[src/rtl/hnfd_pkg.sv]
`timescale 1ns / 1ps
package hnfd_pkg;

  localparam int unsigned QUEUE_DEPTH_DEF = 4;
  localparam int unsigned CFG_ADDR_W      = 4;

  localparam logic [7:0] START_BYTE_RST   = 8'hf7;
  localparam logic [7:0] THERMAL_CODE_RST = 8'h36;
  localparam logic [7:0] VENT_CODE_RST    = 8'h32;

  typedef enum logic [1:0] {
    REG_START   = 2'd0,
    REG_THERMAL = 2'd1,
    REG_VENT    = 2'd2
  } hnfd_reg_t;

  typedef enum logic [2:0] {
    PH_HUNT,
    PH_DEVICE,
    PH_SUB,
    PH_CMD,
    PH_LEN,
    PH_DATA,
    PH_XOR,
    PH_SUM
  } hnfd_phase_t;

  typedef enum logic [1:0] {
    STAT_OK      = 2'd0,
    STAT_XOR_BAD = 2'd1,
    STAT_SUM_BAD = 2'd2
  } hnfd_status_t;

  localparam logic EV_DATA  = 1'b0;
  localparam logic EV_FRAME = 1'b1;

  typedef struct packed {
    logic [7:0] start_byte;
    logic [7:0] thermal_code;
    logic [7:0] vent_code;
  } hnfd_cfg_t;

  typedef struct packed {
    logic         event_kind;
    logic [7:0]   data_byte;
    logic         device_kind;
    logic [7:0]   sub_id;
    logic [7:0]   command_code;
    logic [7:0]   data_length;
    hnfd_status_t status;
  } hnfd_item_t;

endpackage

[src/rtl/hnfd_parser.sv]
`timescale 1ns / 1ps
module hnfd_parser (
  input  logic                   clk,
  input  logic                   rst_n,
  input  hnfd_pkg::hnfd_cfg_t    cfg,
  input  logic                   byte_valid,
  input  logic [7:0]             rx_byte,
  output logic                   item_valid,
  output hnfd_pkg::hnfd_item_t   item
);
  import hnfd_pkg::*;

  hnfd_phase_t phase_r, phase_nxt;
  logic [7:0]  count_r, count_nxt;
  logic [7:0]  len_r, len_nxt;
  logic [7:0]  xor_r, xor_nxt;
  logic [7:0]  sum_r, sum_nxt;
  logic        dev_r, dev_nxt;
  logic [7:0]  sub_r, sub_nxt;
  logic [7:0]  cmd_r, cmd_nxt;
  logic        xok_r, xok_nxt;

  always_ff @(posedge clk) begin
    if (!rst_n) begin
      phase_r <= PH_HUNT;
      count_r <= '0;
      len_r   <= '0;
      xor_r   <= '0;
      sum_r   <= '0;
      dev_r   <= 1'b0;
      sub_r   <= '0;
      cmd_r   <= '0;
      xok_r   <= 1'b0;
    end else if (byte_valid) begin
      phase_r <= phase_nxt;
      count_r <= count_nxt;
      len_r   <= len_nxt;
      xor_r   <= xor_nxt;
      sum_r   <= sum_nxt;
      dev_r   <= dev_nxt;
      sub_r   <= sub_nxt;
      cmd_r   <= cmd_nxt;
      xok_r   <= xok_nxt;
    end
  end

  always_comb begin
    phase_nxt  = phase_r;
    count_nxt  = count_r;
    len_nxt    = len_r;
    xor_nxt    = xor_r ^ rx_byte;
    sum_nxt    = sum_r + rx_byte;
    dev_nxt    = dev_r;
    sub_nxt    = sub_r;
    cmd_nxt    = cmd_r;
    xok_nxt    = xok_r;
    item_valid = 1'b0;
    item.event_kind   = EV_DATA;
    item.data_byte    = rx_byte;
    item.device_kind  = dev_r;
    item.sub_id       = sub_r;
    item.command_code = cmd_r;
    item.data_length  = len_r;
    item.status       = STAT_OK;
    unique case (phase_r)
      PH_HUNT: begin
        xor_nxt = xor_r;
        sum_nxt = sum_r;
        if (rx_byte == cfg.start_byte) begin
          xor_nxt   = rx_byte;
          sum_nxt   = rx_byte;
          phase_nxt = PH_DEVICE;
        end
      end
      PH_DEVICE: begin
        phase_nxt = PH_SUB;
        // thermal wins when both codes match
        if (rx_byte == cfg.thermal_code) begin
          dev_nxt = 1'b0;
        end else if (rx_byte == cfg.vent_code) begin
          dev_nxt = 1'b1;
        end else begin
          xor_nxt   = xor_r;
          sum_nxt   = sum_r;
          phase_nxt = PH_HUNT;
        end
      end
      PH_SUB: begin
        sub_nxt   = rx_byte;
        phase_nxt = PH_CMD;
      end
      PH_CMD: begin
        cmd_nxt   = rx_byte;
        phase_nxt = PH_LEN;
      end
      PH_LEN: begin
        len_nxt   = rx_byte;
        count_nxt = '0;
        phase_nxt = (rx_byte == 8'd0) ? PH_XOR : PH_DATA;
      end
      PH_DATA: begin
        count_nxt  = count_r + 8'd1;
        if (count_nxt == len_r) phase_nxt = PH_XOR;
        item_valid = 1'b1;
      end
      PH_XOR: begin
        xok_nxt   = (rx_byte == xor_r);
        phase_nxt = PH_SUM;
      end
      PH_SUM: begin
        phase_nxt       = PH_HUNT;
        item_valid      = 1'b1;
        item.event_kind = EV_FRAME;
        if (!xok_r) item.status = STAT_XOR_BAD;
        else if (rx_byte != sum_r) item.status = STAT_SUM_BAD;
        else item.status = STAT_OK;
      end
      default: phase_nxt = PH_HUNT;
    endcase
  end

endmodule

[src/rtl/hnfd_queue.sv]
`timescale 1ns / 1ps
module hnfd_queue #(
  parameter int unsigned DEPTH = hnfd_pkg::QUEUE_DEPTH_DEF
) (
  input  logic                 clk,
  input  logic                 rst_n,
  input  logic                 wr_en,
  input  hnfd_pkg::hnfd_item_t wr_item,
  output logic                 full,
  input  logic                 rd_en,
  output hnfd_pkg::hnfd_item_t rd_item,
  output logic                 empty
);
  import hnfd_pkg::*;

  localparam int unsigned PTR_W = (DEPTH > 1) ? $clog2(DEPTH) : 1;
  localparam int unsigned CNT_W = $clog2(DEPTH + 1);
  localparam logic [PTR_W-1:0] LAST_PTR = PTR_W'(DEPTH - 1);
  localparam logic [CNT_W-1:0] FULL_CNT = CNT_W'(DEPTH);

  hnfd_item_t       slot_r [DEPTH];
  logic [PTR_W-1:0] wptr_r, rptr_r;
  logic [CNT_W-1:0] cnt_r;
  logic             do_wr, do_rd;

  assign full    = (cnt_r == FULL_CNT);
  assign empty   = (cnt_r == '0);
  assign do_wr   = wr_en && !full;
  assign do_rd   = rd_en && !empty;
  assign rd_item = slot_r[rptr_r];

  always_ff @(posedge clk) begin
    if (do_wr) slot_r[wptr_r] <= wr_item;
  end

  always_ff @(posedge clk) begin
    if (!rst_n) begin
      wptr_r <= '0;
      rptr_r <= '0;
      cnt_r  <= '0;
    end else begin
      if (do_wr) wptr_r <= (wptr_r == LAST_PTR) ? '0 : wptr_r + PTR_W'(1);
      if (do_rd) rptr_r <= (rptr_r == LAST_PTR) ? '0 : rptr_r + PTR_W'(1);
      if (do_wr && !do_rd) cnt_r <= cnt_r + CNT_W'(1);
      else if (do_rd && !do_wr) cnt_r <= cnt_r - CNT_W'(1);
    end
  end

endmodule

[src/rtl/hnfd_emitter.sv]
`timescale 1ns / 1ps
module hnfd_emitter (
  input  logic                 clk,
  input  logic                 rst_n,
  input  logic                 q_empty,
  input  hnfd_pkg::hnfd_item_t q_item,
  output logic                 q_pop,
  output logic                 out_empty,
  input  logic                 out_pop,
  output logic                 out_event_kind,
  output logic [7:0]           out_payload_byte,
  output logic                 out_device_kind,
  output logic [7:0]           out_sub_id,
  output logic [7:0]           out_command_code,
  output logic [7:0]           out_data_length,
  output logic [1:0]           out_frame_status,
  output logic                 out_is_request
);
  import hnfd_pkg::*;

  logic       valid_r;
  logic       kind_r;
  logic [7:0] payload_r;
  logic       dev_r;
  logic [7:0] sub_r, cmd_r, len_r;
  logic [1:0] status_r;
  logic       req_r;

  // refill whenever the held result is gone or leaves this cycle
  assign q_pop = !q_empty && (!valid_r || out_pop);

  always_ff @(posedge clk) begin
    if (!rst_n) begin
      valid_r <= 1'b0;
    end else if (q_pop) begin
      valid_r <= 1'b1;
    end else if (out_pop) begin
      valid_r <= 1'b0;
    end
  end

  always_ff @(posedge clk) begin
    if (q_pop) begin
      kind_r    <= q_item.event_kind;
      payload_r <= (q_item.event_kind == EV_FRAME) ? 8'd0 : q_item.data_byte;
      dev_r     <= q_item.device_kind;
      sub_r     <= q_item.sub_id;
      cmd_r     <= q_item.command_code;
      len_r     <= q_item.data_length;
      status_r  <= (q_item.event_kind == EV_FRAME) ? q_item.status : STAT_OK;
      req_r     <= (q_item.event_kind == EV_FRAME) && (q_item.status == STAT_OK)
                   && !q_item.command_code[7];
    end
  end

  assign out_empty        = !valid_r;
  assign out_event_kind   = kind_r;
  assign out_payload_byte = payload_r;
  assign out_device_kind  = dev_r;
  assign out_sub_id       = sub_r;
  assign out_command_code = cmd_r;
  assign out_data_length  = len_r;
  assign out_frame_status = status_r;
  assign out_is_request   = req_r;

endmodule

[src/rtl/home_net_frame_deframer.sv]
`timescale 1ns / 1ps
// Receive-side frame parser: one serial byte per transfer on the in_ side,
// a frame being start, device code, sub id, command, length, data bytes,
// XOR byte and sum byte. Each data byte gives one result (event_kind 0)
// and the sum byte gives one frame result (event_kind 1) with the header
// and check status; all other bytes give none. A byte is taken every cycle
// while in_full is low: the parser does one phase step with an 8-bit XOR
// and add per byte, and its results go through a QUEUE_DEPTH-entry queue
// into an output register, so a result reaches out_ via a queue slot and
// that register; in_full rises only when the queue is full. The three
// registers (start byte at 0x0, thermal code at 0x4, vent code at 0x8)
// must be written via cfg_ only while the block is idle (not enforced).
module home_net_frame_deframer #(
  parameter int unsigned QUEUE_DEPTH = hnfd_pkg::QUEUE_DEPTH_DEF
) (
  input  logic                            clk,
  input  logic                            rst_n,
  input  logic                            cfg_psel,
  input  logic                            cfg_penable,
  input  logic                            cfg_pwrite,
  input  logic [hnfd_pkg::CFG_ADDR_W-1:0] cfg_paddr,
  input  logic [31:0]                     cfg_pwdata,
  output logic [31:0]                     cfg_prdata,
  output logic                            cfg_pready,
  input  logic                            in_push,
  output logic                            in_full,
  input  logic [7:0]                      in_rx_byte,
  output logic                            out_empty,
  input  logic                            out_pop,
  output logic                            out_event_kind,
  output logic [7:0]                      out_payload_byte,
  output logic                            out_device_kind,
  output logic [7:0]                      out_sub_id,
  output logic [7:0]                      out_command_code,
  output logic [7:0]                      out_data_length,
  output logic [1:0]                      out_frame_status,
  output logic                            out_is_request
);
  import hnfd_pkg::*;

  hnfd_cfg_t  cfg_r;
  hnfd_reg_t  reg_sel;
  logic       cfg_wr;
  logic       byte_acc;
  logic       front_valid;
  hnfd_item_t front_item;
  logic       q_full, q_empty, q_pop;
  hnfd_item_t q_item;

  assign cfg_pready = 1'b1;
  assign cfg_wr     = cfg_psel && cfg_penable && cfg_pwrite;
  // word decode: the byte lanes of the address are not looked at
  assign reg_sel    = hnfd_reg_t'(cfg_paddr[3:2]);

  always_ff @(posedge clk) begin
    if (!rst_n) begin
      cfg_r.start_byte   <= START_BYTE_RST;
      cfg_r.thermal_code <= THERMAL_CODE_RST;
      cfg_r.vent_code    <= VENT_CODE_RST;
    end else if (cfg_wr) begin
      unique case (reg_sel)
        REG_START:   cfg_r.start_byte   <= cfg_pwdata[7:0];
        REG_THERMAL: cfg_r.thermal_code <= cfg_pwdata[7:0];
        REG_VENT:    cfg_r.vent_code    <= cfg_pwdata[7:0];
        default: ;
      endcase
    end
  end

  always_comb begin
    cfg_prdata = '0;
    unique case (reg_sel)
      REG_START:   cfg_prdata = {24'd0, cfg_r.start_byte};
      REG_THERMAL: cfg_prdata = {24'd0, cfg_r.thermal_code};
      REG_VENT:    cfg_prdata = {24'd0, cfg_r.vent_code};
      default:     cfg_prdata = '0;
    endcase
  end

  assign in_full  = q_full;
  assign byte_acc = in_push && !q_full;

  hnfd_parser u_parser (
    .clk        (clk),
    .rst_n      (rst_n),
    .cfg        (cfg_r),
    .byte_valid (byte_acc),
    .rx_byte    (in_rx_byte),
    .item_valid (front_valid),
    .item       (front_item)
  );

  hnfd_queue #(
    .DEPTH (QUEUE_DEPTH)
  ) u_queue (
    .clk     (clk),
    .rst_n   (rst_n),
    .wr_en   (byte_acc && front_valid),
    .wr_item (front_item),
    .full    (q_full),
    .rd_en   (q_pop),
    .rd_item (q_item),
    .empty   (q_empty)
  );

  hnfd_emitter u_emitter (
    .clk              (clk),
    .rst_n            (rst_n),
    .q_empty          (q_empty),
    .q_item           (q_item),
    .q_pop            (q_pop),
    .out_empty        (out_empty),
    .out_pop          (out_pop),
    .out_event_kind   (out_event_kind),
    .out_payload_byte (out_payload_byte),
    .out_device_kind  (out_device_kind),
    .out_sub_id       (out_sub_id),
    .out_command_code (out_command_code),
    .out_data_length  (out_data_length),
    .out_frame_status (out_frame_status),
    .out_is_request   (out_is_request)
  );

endmodule
[config.mk]
export PLATFORM = sky130hd
export DESIGN_NAME = home_net_frame_deframer
export DESIGN_NICKNAME = d
export VERILOG_FILES = /design/src/rtl/hnfd_pkg.sv /design/src/rtl/hnfd_parser.sv /design/src/rtl/hnfd_queue.sv /design/src/rtl/hnfd_emitter.sv /design/src/rtl/home_net_frame_deframer.sv
export SDC_FILE = /design/constraint.sdc
export NUM_CORES = 1
export LEC_CHECK = 0
export ABC_AREA = 1
export CORE_ASPECT_RATIO = 0.7
export CORE_MARGIN = 4
export CORE_UTILIZATION = 50
export CTS_CLUSTER_SIZE = 25
export DETAILED_ROUTE_END_ITERATION = 8
export DONT_BUFFER_PORTS = 1
export MAX_ROUTING_LAYER = met4
export PLACE_DENSITY = 0.72
export SYNTH_ARGS = -nofsm -noshare
export SYNTH_HDL_FRONTEND = slang
export SYNTH_SLANG_ARGS = --single-unit
export TNS_END_PERCENT = 1
[constraint.sdc]
create_clock -name clk -period 5.1 [get_ports clk]
set_input_delay 1.02 -clock clk [delete_from_list [all_inputs] [get_ports clk]]
set_output_delay 1.02 -clock clk [all_outputs]
set_load 0.005 [all_outputs]
==> Yosys cells after proc, flatten, opt, wreduce, memory -nomap -nowiden <==
Memory sizes are Yosys's and may differ from the RTL's. A register that Yosys moved wholly into a read port is not among the register bits.
Index checks and enable logic that the tools add are counted.
W data, S select, Z words.
{ "word_totals": {"ram_bits": 144, "input_bits": 51, "register_bits": 122, "memories": 1, "output_inout_bits": 72, "word_cells": 124} }
{ "classes": {"n_eq_ne": 21, "n_mux": 32, "n_addsub": 6, "bitwise": 1, "n_reduce_logical": 39} }
{ "memory_table": {"columns": ["memory", "words", "width", "rd", "rd_ports_with_merged_regs", "write_ports", "line", "text"], "rows": [
  ["u_queue.slot_r", 4, 36, 1, 1, 1, "hnfd_queue.sv:21", "hnfd_item_t slot_r [DEPTH];"]
]} }
{ "op_table": {"columns": ["operator", "n"], "rows": [
  ["$pmux W8 S2", 3],
  ["$eq A8 B8 Y1", 5],
  ["$mux W8", 5],
  ["$pmux W3 S8", 1],
  ["$pmux W8 S3", 1],
  ["$mux W2", 9],
  ["$reduce_and A2 Y1", 8],
  ["$eq A3 B3 Y1 const B", 5],
  ["$mux W3", 5],
  ["$logic_and A1 B1 Y1", 11],
  ["$reduce_and A3 Y1", 3],
  ["$add A8 B1 Y8 const B", 1],
  ["$add A8 B8 Y8", 1],
  ["$logic_not A8 Y1", 1],
  ["$mux W1", 8],
  ["$ne A8 B8 Y1", 1],
  ["$reduce_bool A2 Y1", 4],
  ["$xor A8 B8 Y8", 1],
  ["$eq A2 B2 Y1 const B", 3],
  ["$eq A3 B2 Y1 const B", 2],
  ["$logic_not A1 Y1", 6],
  ["$logic_not A3 Y1", 2],
  ["$add A2 B1 Y2 const B", 2],
  ["$logic_not A2 Y1", 2],
  ["8 further kinds", 9]
]} }

==> Depth between registers and ports, before layout <==
Gate-level depths: netlist of the first run.
{ "depth": {"depth_word": 9, "mapped_depth": 14} }

==> Hierarchy <==
Synthesis of the first run repeated with hierarchy kept, for this count alone.
{ "hier_totals": {"hier_cells": 1187, "hier_area_um2": 11748.8} }
{ "modules_own_cells": {"columns": ["module", "cells_each", "area_each_um2", "instances"], "rows": [
  ["hnfd_queue", 420, 5868.1, 1],
  ["hnfd_parser", 503, 3281.9, 1],
  ["home_net_frame_deframer", 196, 1340.0, 1],
  ["hnfd_emitter", 68, 1258.7, 1]
]} }

==> Least setup slack after synthesis of the first run <==
OpenSTA, ideal clock, no wires.
{ "synth_path": {"kind": "input to register", "start": "input out_pop", "end": "register u_queue.cnt_r[1]", "setup_slack_ns": 0.795, "t_arrival_ns": 4.189, "t_required_ns": 4.984, "stages": 8, "setup_ns": 0.116, "path_cell_list": "nor2_1 -> a21oi_1 -> inv_1 -> ha_1 -> inv_1 -> fa_1 -> o21ai_0 -> nor2_1"} }
{ "synth_between": {"elab_chain_len": 6, "word_cells_on_any_way": 8, "cone_classes": "1 x mux; 7 x reduce/logical"} }
{ "synth_rtl": {"columns": ["item", "line", "text"], "rows": [
  ["from (decl)", "home_net_frame_deframer.sv:29", "input logic out_pop,"],
  ["$logic_or A1 B1 Y1 (*)", "hnfd_emitter.sv:30", "assign q_pop = !q_empty && (!valid_r || out_pop);"],
  ["$logic_and A1 B1 Y1 (*)", "hnfd_emitter.sv:30", null],
  ["via q_pop", "home_net_frame_deframer.sv:47", "logic q_full, q_empty, q_pop;"],
  ["$logic_and A1 B1 Y1 (*)", "hnfd_queue.sv:29", "assign do_rd = rd_en && !empty;"],
  ["$logic_not A1 Y1", "hnfd_queue.sv:44", "if (do_wr && !do_rd) cnt_r <= cnt_r + CNT_W'(1);"],
  ["$logic_and A1 B1 Y1", "hnfd_queue.sv:44", null],
  ["$mux W3 / $reduce_bool A2 Y1 (equally long branches)", null, null],
  ["to (signal assigned)", "hnfd_queue.sv:44", null],
  ["to (signal assigned)", "hnfd_queue.sv:45", "else if (do_rd && !do_wr) cnt_r <= cnt_r - CNT_W'(1);"],
  ["to (decl)", "hnfd_queue.sv:23", "logic [CNT_W-1:0] cnt_r;"]
]} }
The timed path passes the listed nets; every way through them passes the cells marked *.
A chain may end at the register's enable or synchronous reset.

==> Worst setup path in the final report of the first run <==
{ "layout_path": {"start": "register u_queue.cnt_r[2]", "end": "memory u_queue.slot_r[3][17] (netlist bit), enable pin"} }
{ "layout_between": {"elab_chain_len": 7} }
{ "layout_rtl": {"columns": ["item", "line", "text"], "rows": [
  ["$eq A3 B3 Y1 (*)", "hnfd_queue.sv:26", "assign full = (cnt_r == FULL_CNT);"],
  ["via in_full", "home_net_frame_deframer.sv:26", "output logic in_full,"],
  ["$logic_not A1 Y1 (*)", "hnfd_queue.sv:28, home_net_frame_deframer.sv:81", null],
  ["$logic_and A1 B1 Y1", "home_net_frame_deframer.sv:81", "assign byte_acc = in_push && !q_full;"],
  ["$logic_and A1 B1 Y1", "home_net_frame_deframer.sv:98", ".wr_en (byte_acc && front_valid),"],
  ["$logic_and A1 B1 Y1 (*)", "hnfd_queue.sv:28", "assign do_wr = wr_en && !full;"],
  ["$mux W1 (*)", "hnfd_queue.sv:33", "if (do_wr) slot_r[wptr_r] <= wr_item;"],
  ["$mux W1 (not written as such) (*)", "hnfd_queue.sv:33", null],
  ["to (decl)", "hnfd_queue.sv:21", null]
]} }
Marks and branches as above.

==> flow_summary.json, run 1 <==
{
  "drc_errors": 0,
  "seq_area_frac_synth": 0.634,
  "cpMostUsedCell": "inv_1",
  "drive_above_1_share": 0.0583,
  "reg2reg_depth": 8,
  "htreeDepth": 1,
  "setup_viol": 0,
  "required_ns": 5.33,
  "max-cap-violations": 0,
  "hold_path_class": "flop to flop",
  "ys_ff_latch": 268,
  "cp_data_arrival_time_ns": 3.06,
  "min_period_ns": 2.83,
  "cts_resized": 0,
  "routedWlPerCell_um": 17.1,
  "swShare": 0.285,
  "power_switching_mw": 1.55,
  "core_area_mm2": 0.0220,
  "place_congestion": 0.901,
  "pwr-share-clk": 0.326,
  "cts-root-buf": "clkbuf_16",
  "crit_fanout": 26,
  "die_y_um": 134,
  "tritoncts": "yes",
  "track_usage": 0.191,
  "post-place-ws_ns": 1.75,
  "io_pins": 123,
  "slowest_delay_ns": 0.74,
  "ff_latch_area_mm2": 0.00718,
  "slew_viol_final": 0,
  "rows": 45,
  "max_slew_margin": 0.331,
  "drtIter0Drc": 642,
  "syn_area_per_cell_um2": 10.2,
  "syn2layout_area_growth_pct": 8.16,
  "cts_buffers": 25,
  "postCtsSetupBuffers": 0,
  "cpMaxStageDelayCell": "nor2_4",
  "ir_drop_v": 0.000334,
  "path_class": "flop to flop",
  "power_frac_seq": 0.503,
  "p_leak_nw": 4.49,
  "clkLatencyLatePin_ns": 0.53,
  "crit_chain": "inv_1, nor3_1, nor2_2, inv_1, nor2_1, nand2_2, nor2_4, buf_4",
  "viasPerCell": 5.51,
  "syn_inst": 1108,
  "overflow": 0,
  "die_area_mm2": 0.0251,
  "port_buffers": 0,
  "synth_warnings": 0,
  "end_kind": "flop",
  "tightestPinTransition_ns": 0.997,
  "synth.area.top_cells": "edfxtp_1 48%, dfxtp_1 15%, o21ai_0 5.7%",
  "ys_types": 37,
  "grt_max_degree": 73,
  "clkTransAtPathRegs_ns": 0.06,
  "finalHoldViolCount": 0,
  "antenna_found_initial": 0,
  "powerDensity_mw_per_mm2": 443,
  "routed-via-count": 7696,
  "comb_power_share": 0.171,
  "start_kind": "flop",
  "hold_depth": 2,
  "initial_core_util": 0.515,
  "most-common-layout-cells": "181 x edfxtp_1, 154 x nand2_1, 153 x nor2_1",
  "synthDominantCellAreaShare": 0.480,
  "finClkSkew_ns": 0.0101,
  "fmax_mhz": 353,
  "cts_hold_buf": 0,
  "cts_sinks": 268,
  "fillers": 1812,
  "nets": 1164,
  "antenna_left": 0,
  "drt_first_pass_iters": 5,
  "multi_input_area_mm2": 0.00352,
  "syn_area_mm2": 0.0113,
  "power_mw": 5.42,
  "p_int_mw": 3.88,
  "first_global_vias": 7034,
  "finalWorstSetupSlack_ns": 2.27,
  "antenna_cells": 0,
  "fin_crit_sh": 0.555,
  "die_w_um": 188,
  "fin_util": 0.558,
  "layout_commonest_cell": "edfxtp_1",
  "yosys.area.top_type": "edfxtp_1",
  "wl_um": 23900,
  "status": "completed",
  "clockBufferDepth": 3,
  "grt_pass1_wl_um": 37600,
  "finalSetupTns_ns": 0,
  "grt_setup_unrepaired": "false",
  "hpwl_um": 15400
}
-- worst paths after layout --
check,end,start,slack [ns]
hold reg to reg,u_parser.count_r[1],u_parser.count_r[1],0.50
setup / recovery,u_queue.slot_r[3][17],u_queue.cnt_r[2],2.27
setup reg to reg,u_queue.slot_r[3][17],u_queue.cnt_r[2],2.27
hold / removal,u_parser.count_r[1],u_parser.count_r[1],0.50
-- layer usage --
layer	track usage	part of all wire	up-vias
li1	-	-	3744
met1	0.276	0.47	3631
met2	0.283	0.44	278
met3	0.0362	0.077	43
met4	0.0424	0.019	0
met5	-	0	-
-- state kept, by name, summed over array words and instances, names as in the netlist, 8 cells and up, named ones only --
register / cells
u_emitter.out_data_length: 8
u_parser.xor_r: 8
u_parser.sub_r: 8
u_emitter.out_sub_id: 8
u_parser.cmd_r: 8
cfg_r: 24
u_parser.sum_r: 8
u_emitter.out_payload_byte: 8
u_parser.count_r: 8
u_queue.slot_r: 144
u_parser.len_r: 8
u_emitter.out_command_code: 8
-- Yosys cell counts, drive strengths merged --
cell type  number
a211oi          1
a21oi          55
a31oi           2
a32o            2
a32oi           1
and2            1
buf            42
clkbuf         30
clkinv          4
conb            2
dfxtp          87
edfxtp        181
fa              2
ha             14
inv            84
nand2         156
nand3          55
nand4           6
nor2          163
nor3            6
nor4            1
o211a           2
o211ai         11
o21ai         134
o21bai          2
o221ai          2
o22ai          33
xnor2          22
xor2            7
-- power by group through the flow --
stage / clock, mW / sequential, mW / combinational, mW
2_1_floorplan: 0 / 2.76 / 0.696
3_3_place_gp: 0 / 2.77 / 0.896
3_5_place_dp: 0 / 2.78 / 0.928
4_1_cts: 1.80 / 2.73 / 0.929
5_1_grt: 1.89 / 2.75 / 1.06
6_report: 1.77 / 2.73 / 0.926
-- critical path, delay by kind of cell (launching register included) --
| kind | cells | cell delay, ns |
|---|---|---|
| AND/OR/NAND/NOR | 5 | 1.60 |
| buffers and inverters | 3 | 0.62 |
| flip-flops | 1 | 0.30 |
-- metrics by stage --
step                      hold slack [ns]  cell area [um^2]  instances
after floorplan                     0.451             11400       1131
after global placement              0.483             11500       1352
after detailed placement            0.492             11500       1352
after CTS                           0.501             12200       1397
after global routing                0.521             12200       1397
final                               0.501             12200       1397
-- final cells by class --
class,instances,share of cell area
timing repair buffer,11,0.00675
clock buffer,35,0.0561
multi-input combinational,703,0.287
clock inverter,10,0.00746
sequential,268,0.586
tap,282,0.0288
inverter,88,0.0272
-- cells by family (layout without fill, tap and decap cells) --
| family | count (synthesis) | in the layout | synth area share |
|---|---|---|---|
| simple gates | 388 | 388 | 0.139 |
| flops | 268 | 268 | 0.634 |
| compound gates | 245 | 245 | 0.118 |
| buf+inv | 160 | 144 | 0.0664 |
| xor+xnor | 29 | 29 | 0.0224 |
| fa+ha+maj | 16 | 16 | 0.0190 |
| other cells | 2 | 25 | 0.000663 |
No activity file was read; power rests on OpenSTA's default activity.
==> run 2: changes to the inputs <==
- PLACE_DENSITY: 0.72 -> 0.75
- clock period: 5.1 -> 2.3 ns (I/O delays scaled with it)
==> flow_summary.json, run 2 (synthesis gave the netlist of run 1 again) <==
{
  "hold_path_class": "input port to flop",
  "cts-root-buf": "clkbuf_16",
  "overflow": 0,
  "antenna_cells": 0,
  "finalSetupTns_ns": 0,
  "grt_setup_unrepaired": "false",
  "initial_core_util": 0.515,
  "hpwl_um": 15700,
  "rows": 45,
  "place_congestion": 0.917,
  "wl_met3_um": 1850,
  "grt_pass1_wl_um": 38900,
  "layout_commonest_cell": "edfxtp_1",
  "clkLatencyLatePin_ns": 0.54,
  "die_area_mm2": 0.0251,
  "nets": 1198,
  "p_leak_nw": 4.72,
  "start_kind": "flop",
  "timing.rr.end": "u_queue.cnt_r[2]",
  "drt_first_pass_iters": 6,
  "clkTransAtPathRegs_ns": 0.06,
  "core_area_mm2": 0.0220,
  "end_kind": "flop",
  "multi_input_area_mm2": 0.00352,
  "ff2ff_setup_slack_ns": 0.24,
  "routedWlPerCell_um": 17.1,
  "clockBufferDepth": 3,
  "drtIter0Drc": 746,
  "largest_register": "u_queue.slot_r",
  "routed-wl-met2_um": 10800,
  "cp_data_arrival_time_ns": 2.47,
  "drc_errors": 0,
  "cts_buffers": 26,
  "antenna_found_initial": 0,
  "powerDensity_mw_per_mm2": 984,
  "viasPerCell": 5.45,
  "finClkSkew_ns": 0.0177,
  "max_slew_margin": 0.603,
  "syn2layout_area_growth_pct": 12.0,
  "min_period_ns": 2.06,
  "top_layer": "met4",
  "fmax_mhz": 486,
  "tritoncts": "yes",
  "die_y_um": 134,
  "port_buffers": 0,
  "fin_util": 0.577,
  "largest_reg_flops": 144,
  "routed-via-count": 7803,
  "drive_above_1_share": 0.0808,
  "grt_max_degree": 70,
  "setup_viol": 0,
  "crit_end": "u_queue.cnt_r[2]",
  "max-cap-violations": 0,
  "fillers": 1787,
  "track_usage": 0.196,
  "critPathLaunch": "u_queue.cnt_r[2]",
  "ir_drop_v": 0.000589,
  "wl_met1_um": 11400,
  "path_class": "flop to flop",
  "ff_latch_area_mm2": 0.00718,
  "slew_viol_final": 0,
  "tightestPinTransition_ns": 0.591,
  "most-common-layout-cells": "181 x edfxtp_1, 154 x nand2_1, 152 x nor2_1",
  "reg_top3": "u_queue.slot_r: 144 flops, cfg_r: 24 flops",
  "antenna_left": 0,
  "timing.rr.start": "u_queue.cnt_r[2]",
  "die_w_um": 188,
  "required_ns": 2.71,
  "reg2reg_depth": 14,
  "cts_sinks": 268,
  "io_pins": 123,
  "crit_fanout": 2,
  "htreeDepth": 1,
  "status": "completed",
  "finalHoldViolCount": 0,
  "wl_um": 24500,
  "fin_crit_sh": 0.895,
  "first_global_vias": 7275
}
==> run 2: cell types whose count changed in the layout (fill, tap and decap cells not counted), moves of 3 or more <==
cell / previous run / this run
buf_12: 0 / 5
buf_4: 11 / 27
clkbuf_16: 25 / 28
clkbuf_8: 2 / 5
clkinv_1: 7 / 4
dlygate4sd3_1: 0 / 12
==> run 2: worst min path at each step <==
stage	from	endpoint	slack (ns)	cells past startpoint
after floorplan	u_parser.dev_r	u_parser.dev_r	0.45	2
after global placement	u_parser.count_r[7]	u_parser.count_r[7]	0.48	2
after detailed placement	u_parser.count_r[1]	u_parser.count_r[1]	0.49	2
after CTS	in_rx_byte[6]	u_queue.slot_r[2][33]	0.0001	0
after global routing	rst_n	cfg_r[12]	0.02	1
final	rst_n	cfg_r[21]	0.04	1
==> run 2: area by class of cell <==
class / count / share of cell area
sequential: 268 / 0.566
tap: 282 / 0.0278
clock buffer: 41 / 0.0630
timing repair buffer: 44 / 0.0333
inverter: 88 / 0.0262
multi-input combinational: 703 / 0.278
clock inverter: 7 / 0.00562
==> run 2: worst max-delay path, cell delays in order, from the launching register on <==
cell	delay, ns
dfxtp_1	0.30
inv_1	0.07
nor3_1	0.06
nor2_2	0.17
inv_1	0.08
nor2_2	0.14
nand2_2	0.06
inv_1	0.09
ha_1	0.14
inv_1	0.06
fa_2	0.39
a21oi_1	0.14
o21ai_1	0.09
o21ai_1	0.11
a21oi_1	0.05
==> run 2: layer usage <==
| layer | GRT usage | vias up |
|---|---|---|
| met4 | 0.0465 | 0 |
| met3 | 0.0336 | 39 |
| met5 | - | - |
| met2 | 0.293 | 261 |
| met1 | 0.285 | 3704 |
| li1 | - | 3799 |
==> run 2: where the power goes <==
part	switching [mW]	total [mW]	internal [mW]
registers	0.242	6.04	5.79
clock network	1.76	4.26	2.50
logic	1.48	2.18	0.695
total	3.49	12.5	8.99
==> run 2: repair_timing <==
item	4_1_cts	5_1_grt
hold buffers	10	2
hold endpoints to repair	19	8
gates resized for setup	0	4
setup endpoints to repair	0	1
setup buffers	0	1
==> run 2: stage by stage <==
stage                     power (mW)  std cells  hold slack, ns  instance area, um^2  worst slack [ns]
after floorplan                 7.65       1131           0.451                11400            -0.138
after global placement          8.21       1372           0.482                11700            0.0709
after detailed placement        8.29       1372           0.493                11700            0.0700
after CTS                       12.5       1430        0.000145                12600             0.155
after global routing            13.1       1433          0.0162                12700            0.0424
final                           12.5       1433          0.0422                12700             0.241
==> run 3: changes to the inputs <==
- CTS_BUF_LIST: default -> sky130_fd_sc_hd__clkbuf_8
==> flow_summary.json, run 3 (synthesis gave the netlist of run 1 again) <==
{
  "status": "completed",
  "clkTransAtPathRegs_ns": 0.07,
  "min_period_ns": 2.05,
  "layout_commonest_cell": "edfxtp_1",
  "first_global_vias": 7424,
  "fin_crit_sh": 0.891,
  "postPlaceCellArea_mm2": 0.0117,
  "required_ns": 2.73,
  "tritoncts": "yes",
  "max_slew_margin": 0.577,
  "cts_sinks": 268,
  "cts-root-buf": "clkbuf_8",
  "ff2ff_setup_slack_ns": 0.25,
  "end_kind": "flop",
  "slew_viol_final": 0,
  "htreeDepth": 2,
  "start_kind": "flop",
  "largest_reg_flops": 144,
  "track_usage": 0.200,
  "clockBufferDepth": 3,
  "wl_um": 24700,
  "timing.rr.start": "u_queue.cnt_r[2]",
  "setup_viol": 0,
  "overflow": 0,
  "finClkSkew_ns": 0.0172,
  "post-place-ws_ns": 0.0700,
  "die_area_mm2": 0.0251,
  "final_cells": 1452,
  "reg2reg_depth": 14,
  "powerDensity_mw_per_mm2": 953,
  "antenna_cells": 0,
  "fmax_mhz": 488,
  "place_congestion": 0.917,
  "initial_core_util": 0.515,
  "path_class": "flop to flop",
  "hold_path_class": "input port to flop",
  "io_pins": 123,
  "core_area_mm2": 0.0220,
  "die_y_um": 134,
  "finalHoldViolCount": 0,
  "fin_util": 0.572,
  "nets": 1209,
  "die_w_um": 188,
  "finalSetupTns_ns": 0,
  "fillers": 1786,
  "antenna_left": 0,
  "drc_errors": 0,
  "timing.rr.end": "u_queue.cnt_r[2]",
  "routed-via-count": 7872,
  "grt_pass1_wl_um": 39400,
  "largest_register": "u_queue.slot_r",
  "viasPerCell": 5.42,
  "tightestPinTransition_ns": 0.629,
  "hpwl_um": 15700,
  "drive_above_1_share": 0.0906,
  "critPathLaunch": "u_queue.cnt_r[2]",
  "hold_ws_ns": 0.0445,
  "crit_end": "u_queue.cnt_r[2]",
  "antenna_found_initial": 0,
  "drt_first_pass_iters": 5,
  "port_buffers": 0,
  "rows": 45,
  "reg_top3": "u_queue.slot_r: 144 flops, cfg_r: 24 flops",
  "syn2layout_area_growth_pct": 11.0,
  "clkLatencyLatePin_ns": 0.54,
  "cts_buffers": 39,
  "finalWorstSetupSlack_ns": 0.251,
  "dp_cells": 1372,
  "cp_data_arrival_time_ns": 2.48,
  "grt_max_degree": 65,
  "drtIter0Drc": 670,
  "routedWlPerCell_um": 17.0,
  "p_leak_nw": 4.72,
  "grt_setup_unrepaired": "false",
  "power_mw": 12.0,
  "crit_fanout": 2,
  "most-common-layout-cells": "181 x edfxtp_1, 154 x nand2_1, 152 x nor2_1",
  "ir_drop_v": 0.000459,
  "stdcell_area_mm2": 0.0126,
  "max-cap-violations": 0
}
-- run 3: cell types whose count changed in the layout (fill, tap and decap cells not counted), sizes merged --
cell and change:
dlygate4sd3 -2, clkinvlp +1, clkinv +2, bufinv +1, clkbuf +3, inv +14
-- run 3: what timing repair did --
| action | in CTS | in global routing |
|---|---|---|
| endpoints found under the setup margin | 0 | 1 |
| hold buffers | 10 | 0 |
| endpoints found under the hold margin | 39 | 0 |
| setup buffers | 0 | 1 |
| gates resized for setup | 0 | 4 |
-- run 3: cell type report --
cell class,count,area [um^2],area share
Clock inverter,25,165,0.0131
Tap cell,282,353,0.0281
Inverter,88,333,0.0265
Clock buffer,44,606,0.0482
Sequential cell,268,7180,0.571
Multi-Input combinational cell,703,3520,0.281
Timing Repair Buffer,42,403,0.0321
-- run 3: worst min-delay path by stage --
stage | start | end | slack [ns] | cells past startpoint
2_1_floorplan | u_parser.dev_r | u_parser.dev_r | 0.45 | 2
3_3_place_gp | u_parser.count_r[7] | u_parser.count_r[7] | 0.48 | 2
3_5_place_dp | u_parser.count_r[1] | u_parser.count_r[1] | 0.49 | 2
4_1_cts | rst_n | cfg_r[17] | 0.01 | 1
5_1_grt | rst_n | cfg_r[9] | 0.01 | 1
6_report | rst_n | cfg_r[17] | 0.04 | 1
-- run 3: critical path, cell delays in order (launching register included) --
cell	delay [ns]
dfxtp_1	0.30
inv_1	0.07
nor3_1	0.07
nor2_2	0.17
inv_1	0.08
nor2_2	0.14
nand2_2	0.06
inv_1	0.08
ha_1	0.14
inv_1	0.06
fa_2	0.39
a21oi_1	0.14
o21ai_1	0.09
o21ai_1	0.12
a21oi_1	0.05
-- run 3: layer usage --
| metal | vias to the layer above | GRT usage | wire (um) |
|---|---|---|---|
| met5 | - | - | 0 |
| met4 | 0 | 0.0546 | 520 |
| met3 | 45 | 0.0429 | 1850 |
| met2 | 286 | 0.300 | 11000 |
| met1 | 3709 | 0.279 | 11300 |
| li1 | 3832 | - | - |
-- run 3: where the power goes --
part | internal [mW] | switching (mW) | total [mW]
clock network | 1.99 | 1.77 | 3.76
registers | 5.79 | 0.241 | 6.03
logic | 0.693 | 1.49 | 2.19
total | 8.48 | 3.50 | 12.0
